$ cat config.mk
export PLATFORM = sky130hd
export DESIGN_NAME = tcpq_mem
export DESIGN_NICKNAME = d
export VERILOG_FILES = /design/src/sv/tcpq_pkg.sv /design/src/sv/tcpq_mem.sv
export SDC_FILE = /design/constraint.sdc
export NUM_CORES = 1
export LEC_CHECK = 0
export BUFFER_PORTS_ARGS = -buffer_cell sky130_fd_sc_hd__buf_2
export CAP_MARGIN = 40
export CELL_PAD_IN_SITES_DETAIL_PLACEMENT = 2
export CELL_PAD_IN_SITES_GLOBAL_PLACEMENT = 2
export CORE_UTILIZATION = 44
export CTS_BUF_LIST = sky130_fd_sc_hd__clkbuf_16
export DETAILED_ROUTE_END_ITERATION = 8
export PLACE_DENSITY = 0.78
export SYNTH_ARGS = -nofsm -noshare
export SYNTH_HDL_FRONTEND = slang
export SYNTH_SLANG_ARGS = --single-unit
$ cat constraint.sdc
create_clock -name clk -period 2.14 [get_ports clk]
set_input_delay 0.107 -clock clk [delete_from_list [all_inputs] [get_ports clk]]
set_output_delay 0.107 -clock clk [all_outputs]
set_load 0.1 [all_outputs]
$ cat src/sv/tcpq_pkg.sv
// ----------------------------------------------------------------------------
// tcpq_pkg
// Shared types and constants of the two-class preferential queue.
// ----------------------------------------------------------------------------
package tcpq_pkg;

  localparam int Capacity = 16;
  localparam int IdW      = 16;
  localparam int CountW   = 5;

  typedef enum logic [1:0] {
    OP_INSERT       = 2'd0,
    OP_SERVE_PREF   = 2'd1,
    OP_SERVE_OLDEST = 2'd2,
    OP_WITHDRAW     = 2'd3
  } op_t;

  typedef struct packed {
    op_t            op;
    logic [IdW-1:0] id;
    logic           preferential;
  } req_t;

  typedef struct packed {
    logic              ok;
    logic [IdW-1:0]    served_id;
    logic [CountW-1:0] total_count;
    logic [CountW-1:0] pref_count;
  } rsp_t;

  // one queue entry, kept in arrival order in the entry memory
  typedef struct packed {
    logic           pref;
    logic [IdW-1:0] id;
  } entry_t;

  typedef enum logic [2:0] {
    ST_IDLE,
    ST_SCAN,
    ST_INSERT,
    ST_SHIFT,
    ST_FINISH
  } state_t;

endpackage

$ cat src/sv/tcpq_mem.sv
// ----------------------------------------------------------------------------
// tcpq_mem
// Entry memory: one write port, one read port, registered read data.
// ----------------------------------------------------------------------------
module tcpq_mem #(
  parameter int CAPACITY = tcpq_pkg::Capacity
) (
  input  logic                        clk,
  input  logic                        rd_en,
  input  logic [$clog2(CAPACITY)-1:0] rd_addr,
  output tcpq_pkg::entry_t            rd_data,
  input  logic                        wr_en,
  input  logic [$clog2(CAPACITY)-1:0] wr_addr,
  input  tcpq_pkg::entry_t            wr_data
);

  tcpq_pkg::entry_t mem [CAPACITY];

  always_ff @(posedge clk) begin
    if (wr_en) begin
      mem[wr_addr] <= wr_data;
    end
  end

  always_ff @(posedge clk) begin
    if (rd_en) begin
      rd_data <= mem[rd_addr];
    end
  end

endmodule

# Yosys cells after proc, flatten, opt, wreduce, memory -nomap -nowiden
# Memory sizes are Yosys's and may differ from the RTL's. A register that Yosys moved wholly into a read port is not among the register bits.
# Cells that the tools add are included.
# word_totals
regBits	0
memories	1
output_inout_bits	17
mem_bits_rw	272
# classes
n_mux	2
# mem_list
name	words	word_bits	read_ports	rd_clocked_by_memory_dff	wr	line_no	rtl
mem	16	17	1	1	1	tcpq_mem.sv:17	tcpq_pkg::entry_t mem [CAPACITY];
# ops
cell	n
2-to-1 mux 1 bit	2

# Longest topological paths before layout
# Gate-level depths: netlist of run 1.
# logic_depth
word_depth	2
ltp_mapped	6
mapped_depth_nobuf	3

# Least setup slack after synthesis of run 1
# Ideal clock, no wire load.
# synth_timing
kind	input port to flip-flop
from	input port wr_addr[2]
to	memory mem[0][0] (netlist bit), enable pin
arrival_ns	1.820
n_path_buf	0
required_ns	1.727
stages	2
path_slack_ns	-0.092
setup_time_ns	0.413
path_cell_list	or3b_2 > nor3_1
# synth_lines
item	line_no	rtl
start, declared	tcpq_mem.sv:13	input logic [$clog2(CAPACITY)-1:0] wr_addr,
end, declared	tcpq_mem.sv:17	
# No word-level cell before the write port.

==> results by group, run 1 <==
Clock tree
  • CTS tree: built
  • Worst-Skew Late Latency: 0.56 ns
  • Post-cts resize count: 0
  • Root buf cell: clkbuf_16
  • H-tree levels: 1
  • Post-CTS setup buffers: 0
  • CTS Sinks: roughly 290
  • Clock transition at path regs: about 0.08 ns
  • Clock Path Buffers: 3
  • Total CTS buffers: 30

Power and ir drop
  • Power Density: about 960 nW/um^2
  • Total power draw: 12,200 uW
  • Max IR drop VDD: between 0.5 and 0.6 mV
  • Leakage: 0.00414 uW

Placement
  • Port buffer count: 44
  • HPWL after DPL: between 15,000 and 20,000 um
  • Pre-CTS WS: ~0.34 ns
  • GP Congestion: approximately 0.73

Synth
  • Yosys reg bits: between 200 and 300
  • Synth Instances: 458
  • Post-synth cell types: 19
  • Ys Warns: 0
  • Leading area contributor after synthesis: edfxtp_1
  • Share of the synthesized area in the top cell type: between 80% and 90%
  • Synth top area cells: edfxtp_1 80%, mux4_2 14%, a22oi_1 2.4%, mux4_1 0.73%, nand2_1 0.63%
  • Register area share after synthesis: around 80%
  • Synth Net Count: between 400 and 500
  • Post-Syn Area: approximately 11,000 um^2
  • Post-Syn Area per Cell: 23.6 um^2

STA
  • Clk_skew: between 0.02 and 0.025 ns
  • Hold Violations, Final: 0
  • Fmax achieved: roughly 0.66 GHz
  • Worst slew pin tran: 0.647 ns
  • Slew headroom: between 50% and 60%
  • Post-route minimum period: roughly 1.5 ns
  • Final setup viols: 0
  • RSZ-0062 raised after global routing: false
  • Setup TNS Final: 0 ns
  • Period utilization: 71.1%
  • Max Slew Vio Count: 0
  • Worst Slack Setup Final: about 0.62 ns

Floorplanning
  • Die Height: approximately 160 um
  • Die Area: between 20,000 and 30,000 um^2
  • Initial core utilization: between 40% and 50%
  • Die Wd: between 150 and 200 um
  • Core ar.: 23,800 um^2
  • I/O pin cnt: 45
  • Row count: 56

Drt
  • Antenna viol nets, final: 0
  • Residual DRC: 0
  • DR pass1 iterations: 5
  • Via/cell ratio: 5.92
  • Vias: 5,312
  • Routed wire length: 29,400 um
  • Routed wire per std cell: 32.7 um
  • DR iter-0 viols: between 600 and 700

Global routing
  • Largest net degree at the start of global routing: 32
  • Total gr overflow: 0
  • Vias in the first global route: approximately 5,800
  • First-pass GRT wire length: ~43,000 um
  • Gr usage total: 24.2%
  • Initial antenna violation count: 1

Worst hold path
  • Worst Hold Class: in2reg

Setup path
  • WS Path Type: reg2reg
  • CP Launch Type: flop
  • CP max FO: 1
  • Required @ worst endpoint: approximately 2.5 ns
  • Setup crit end kind: flop
  • Internal reg-to-reg setup slack: a little over 0.6 ns
  • WP data arrival: around 1.8 ns

Final layout
  • Layout filler cell count: a little under 2,000
  • Area grow syn2layout: 17.6%
  • Final nets: 585
  • Number of diodes: 0
  • Layout cell share with drive strength beyond 1: approximately a third

Run status
  • Run status: completed

Run
  • Maxcap violations: 0
## cells in the mapped netlist
cell	number
edfxtp_1	289
mux4_2	65
a22oi_1	34
nand2_1	18
nor2_1	13
clkbuf_1	9
buf_2	8
nor3_1	4
mux4_1	3
buf_6	2
buf_8	2
nand2b_1	2
nand3b_1	2
nor2b_1	2
and2_1	1
buf_1	1
clkbuf_2	1
nand3_1	1
or3b_2	1
## power by group
part           switching, uW  internal (uW)
Clock                   2190           2730
Sequential              49.3           6380
Combinational            560            261
Total                   2800           9360
## stage by stage
step	cell area, um^2	util [%]	hold slack, ns	instances
final	12700	53.5	0.117	897
after global routing	12700	53.5	0.107	897
after floorplan	10800	-	0.206	458
after CTS	12700	53.5	0.109	897
after global placement	11600	48.9	0.466	826
after detailed placement	11600	49.0	0.499	827
## final timing paths
kind                              start                    end  depth (start not counted)
hold reg to reg   mem[15][13]$_DFFE_PP_  rd_data[13]$_DFFE_PP_                          3
setup / recovery    mem[8][6]$_DFFE_PP_   rd_data[6]$_DFFE_PP_                          3
hold / removal                    rd_en   rd_data[6]$_DFFE_PP_                          1
setup reg to reg    mem[8][6]$_DFFE_PP_   rd_data[6]$_DFFE_PP_                          3
## routing by layer
layer | up-vias | wire length, um | global-route usage [%]
li1 | 2151 | - | -
met1 | 2912 | 12300 | 33.1
met2 | 192 | 14800 | 40.6
met3 | 57 | 1370 | 3.24
met4 | 0 | 870 | 7.11
met5 | - | 0 | 0
## worst max-delay path, stage by stage, from the launching register on
cell,delay [ns]
edfxtp_1,0.48
mux4_2,0.50
a22oi_1,0.19
nand2_1,0.09
## registers in the layout (all words and copies together) (netlist names)
| name | count |
|---|---|
| mem | 272 |
| rd_data | 17 |
## cell families after synthesis
| kind of cell | synth area share [%] |
|---|---|
| mux | 14.3 |
| buf+inv | 1.25 |
| compound gates | 2.36 |
| simple gates | 1.82 |
| flops | 80.3 |
## area by class of cell
type / count / area, um^2 / area share, %
flip-flops and latches: 289 / 8680 / 68.3
clock inverters: 22 / 135 / 1.06
repair buffers: 90 / 668 / 5.26
well taps: 319 / 399 / 3.14
clock buffers: 31 / 776 / 6.10
multi-input cells: 146 / 2050 / 16.2
## repair_timing
item | 4_1_cts | 5_1_grt
setup endpoints to repair | 0 | 0
endpoints found under the hold margin | 272 | 0
hold buffers | 17 | 0
## placed cells by master, fill, tap and decap left out, types with 2 or more instances in the layout
cell type / netlist / final
buf_12: 0 / 4
mux4_1: 3 / 3
clkinvlp_4: 0 / 4
a22oi_1: 34 / 34
nor2_2: 0 / 12
edfxtp_1: 289 / 289
clkinv_2: 0 / 9
buf_4: 0 / 25
dlygate4sd3_1: 0 / 17
nand3b_1: 2 / 2
nand2_1: 18 / 18
nor3_2: 0 / 3
mux4_2: 65 / 65
buf_2: 8 / 43
inv_1: 0 / 6
nand2b_1: 2 / 2
clkinv_1: 0 / 2
clkbuf_16: 0 / 31
Note: power is estimated with default switching activity, not from simulation.
==> run 2: changes to the inputs <==
Settings changed: CORE_UTILIZATION 44 to 49, PLACE_DENSITY 0.78 to 0.82.
Clock period 2.14 ns to 1.5 ns, I/O delays scaled along.
==> run 2 against run 1 <==
  * The flow now finishes with violations (setup timing)
  * Register-to-register slack lost 0.69 ns
  * Wire length grew 20%
  * Clock-buffer cell count is the same
  * Sequential power grew 43%
  * Utilization grew 7.2 points
  * Combinational power grew 60%
  * Cell count shrank 4.0%
  * Critical endpoint is now rd_data[15]$_DFFE_PP_
  * Largest power group unchanged
  * Via count grew 6.0%
  * Maximum frequency shrank 3.2%
  * Highest routed layer unchanged
  * Flip-flop and latch count is the same
  * Critical path depth is the same
==> results by group, run 2 (synthesized netlist as in run 1, its figures left out) <==
Final layout
  • Final instance area: 13,000 um^2 (+2.0%)
  • Number of diodes: 0 (unchanged)
  • Top flop regs: mem x272, rd_data x17
  • Most common cell after layout, fill and taps aside: edfxtp_1
  • Multi-input logic area: 2140 um^2 (+4.2%)
  • Most frequent cells in the layout: 289 x edfxtp_1, 67 x mux4_2, 42 x buf_2
  • Area grow syn2layout: 19.9%
  • Sequential cell area: 8680 um^2 (unchanged)
  • Non-Filler Instances: 861 (-4.0%)
  • Biggest register: mem
  • Max FFs per register: 272 (unchanged)
  • Layout filler cell count: 1,625 (-17%)
  • Layout cell share with drive strength beyond 1: 37.4% (+2.6 points)
  • Final nets: 590 (+0.85%)

Clock tree
  • CTS Sinks: 289 (unchanged)
  • Clock transition at path regs: 0.07 ns (about the same)
  • Clock Path Buffers: 3 (unchanged)
  • Root buf cell: clkbuf_16
  • H-tree levels: 1 (unchanged)
  • Total CTS buffers: 30 (unchanged)
  • CTS tree: built
  • Worst-Skew Late Latency: 0.55 ns (about the same)

Setup path
  • Worst path max stage delay: 0.55 ns (+0.05 ns)
  • CP max FO: 1 (unchanged)
  • CP Launch Type: flop
  • Slowest cell on the critical path: mux4_2
  • Worst-path cell chain: mux4_2 -> a22oi_2 -> nand2_1
  • Required @ worst endpoint: 1.78 ns (-0.67 ns)
  • WS Path Type: reg2reg
  • WP data arrival: 1.85 ns (+0.02 ns)
  • CP startpoint: mem[12][15]$_DFFE_PP_
  • Setup crit end kind: flop
  • Reg-to-reg startpoint: mem[12][15]$_DFFE_PP_

Drt
  • Residual DRC: 0 (unchanged)
  • Vias: 5,633 (+6.0%)
  • Routed wire length: 35,200 um (+20%)
  • DR iter-0 viols: 785 (+21%)
  • DR pass1 iterations: 5 (unchanged)
  • Antenna viol nets, final: 0 (unchanged)
  • Via/cell ratio: 6.54 (+10%)
  • Routed wire per std cell: 40.9 um (+25%)

Power and ir drop
  • Leakage: 0.00421 uW (+1.7%)
  • Share of power burned in combinational logic: 7.4% (+0.6 points)
  • Switching Share: 24.1% (+1.1 points)
  • Internal: 13,400 uW (+43%)
  • Part of the power in the clock network: 40.7% (+0.3 points)
  • Total power draw: 17,700 uW (+45%)
  • Sw Pwr: 4270 uW (+53%)
  • Flop pwr share: 51.9% (-0.9 points)
  • Power Density: 1360 nW/um^2 (+43%)
  • Max IR drop VDD: 0.776 mV (+40%)

STA
  • Fin Hold WS: 0.0567 ns (-0.0602 ns)
  • Worst Slack Setup Final: -0.0716 ns (-0.690 ns)
  • Post-route minimum period: 1.57 ns (+0.0503 ns)
  • Setup TNS Final: -0.238 ns (-0.238 ns)
  • RSZ-0062 raised after global routing: true
  • Max Slew Vio Count: 0 (unchanged)
  • Hold Violations, Final: 0 (unchanged)
  • Final setup viols: 6 (+6)
  • Slew headroom: 66.2% (+9.4 points)
  • Fmax achieved: 0.636 GHz (-3.2%)
  • Period utilization: 105% (+34 points)
  • Worst slew pin tran: 0.510 ns (-0.137 ns)
  • Clk_skew: 0.00984 ns (-0.0107 ns)

Floorplanning
  • Die Wd: 151 um (-5.2%)
  • Die Area: 22,700 um^2 (-10%)
  • Initial core utilization: 50.6% (+5.1 points)
  • Core ar.: 21,400 um^2 (-10%)
  • I/O pin cnt: 45 (unchanged)
  • Die Height: 151 um (-5.2%)
  • Row count: 53 (-5.4%)

Run status
  • Run status: finished with violations
  • Failing checks: setup timing

Global routing
  • Gr usage total: 33.1% (+8.9 points)
  • Largest net degree at the start of global routing: 25 (-22%)
  • Total gr overflow: 0 (unchanged)
  • Routing usage on met2: 56.6% (+16 points)
  • Initial antenna violation count: 0 (-1)
  • First-pass GRT wire length: 49,300 um (+15%)
  • Met1 usage: 44.9% (+12 points)
  • GRT met3 Usage: 4.36% (+1.1 points)
  • Vias in the first global route: 6,165 (+5.4%)
  • GRT busiest layer: met2

Placement
  • GP Congestion: 0.729 (-0.40%)
  • Placed cells: 788 (-4.7%)
  • Dpl cell area: 11,800 um^2 (+1.5%)
  • Port buffer count: 44 (unchanged)
  • HPWL after DPL: 18,500 um (+13%)

Worst hold path
  • Min-delay src: rd_en
  • Worst Hold Class: in2reg

Run
  • Maxcap violations: 0 (unchanged)
[run 2: cell types whose count changed in the layout (fill, tap and decap cells not counted), sizes merged]
| cell | delta |
|---|---|
| clkbuf | +1 |
| inv | -1 |
| clkinv | +7 |
| clkinvlp | -3 |
| buf | +4 |
[run 2: repair_timing]
action	in CTS	in global routing
setup endpoints to repair	10	16
pin swaps	3	6
endpoints found under the hold margin	272	0
resized for setup	6	13
setup buffers	0	0
hold buffers	17	0
[run 2: cell type report]
class,instances,area share [%]
sequential,289,66.9
tap,275,2.65
clock inverter,25,1.06
timing repair buffer,95,6.85
multi-input combinational,146,16.5
clock buffer,31,5.98
[run 2: path summary, 6_finish.rpt]
path / to / slack [ns] / depth (start not counted)
min reg2reg: rd_data[5]$_DFFE_PP_ / 0.79 / 3
max: rd_data[15]$_DFFE_PP_ / -0.07 / 3
max reg2reg: rd_data[15]$_DFFE_PP_ / -0.07 / 3
min: rd_data[9]$_DFFE_PP_ / 0.06 / 2
[run 2: power groups by stage]
| stage | logic [uW] | clock network, uW | registers, uW |
|---|---|---|---|
| global route | 1360 | 7520 | 9190 |
| detailed placement | 1200 | 0 | 9340 |
| floorplan | 446 | 0 | 9590 |
| global placement | 1100 | 0 | 9310 |
| CTS | 1270 | 7200 | 9180 |
| finish | 1310 | 7190 | 9180 |
[run 2: critical path: cells and delay by family, from the launching register on]
| family | cells | cell delay, ns |
|---|---|---|
| mux | 1 | 0.55 |
| simple gates | 1 | 0.11 |
| compound gates | 1 | 0.18 |
| flops | 1 | 0.47 |
[run 2: per-stage QoR]
stage | util (%) | worst slack [ns]
after floorplan | - | -0.253
after global placement | 55.3 | -0.0853
after detailed placement | 55.3 | -0.215
after CTS | 60.5 | -0.102
after global routing | 60.7 | -0.0837
final | 60.7 | -0.0716
[run 2: routing by layer]
layer	wire, um	part of all wire [%]
met2	18200	52
met4	758	2.2
met5	0	0
met1	13800	39
met3	2460	7.0
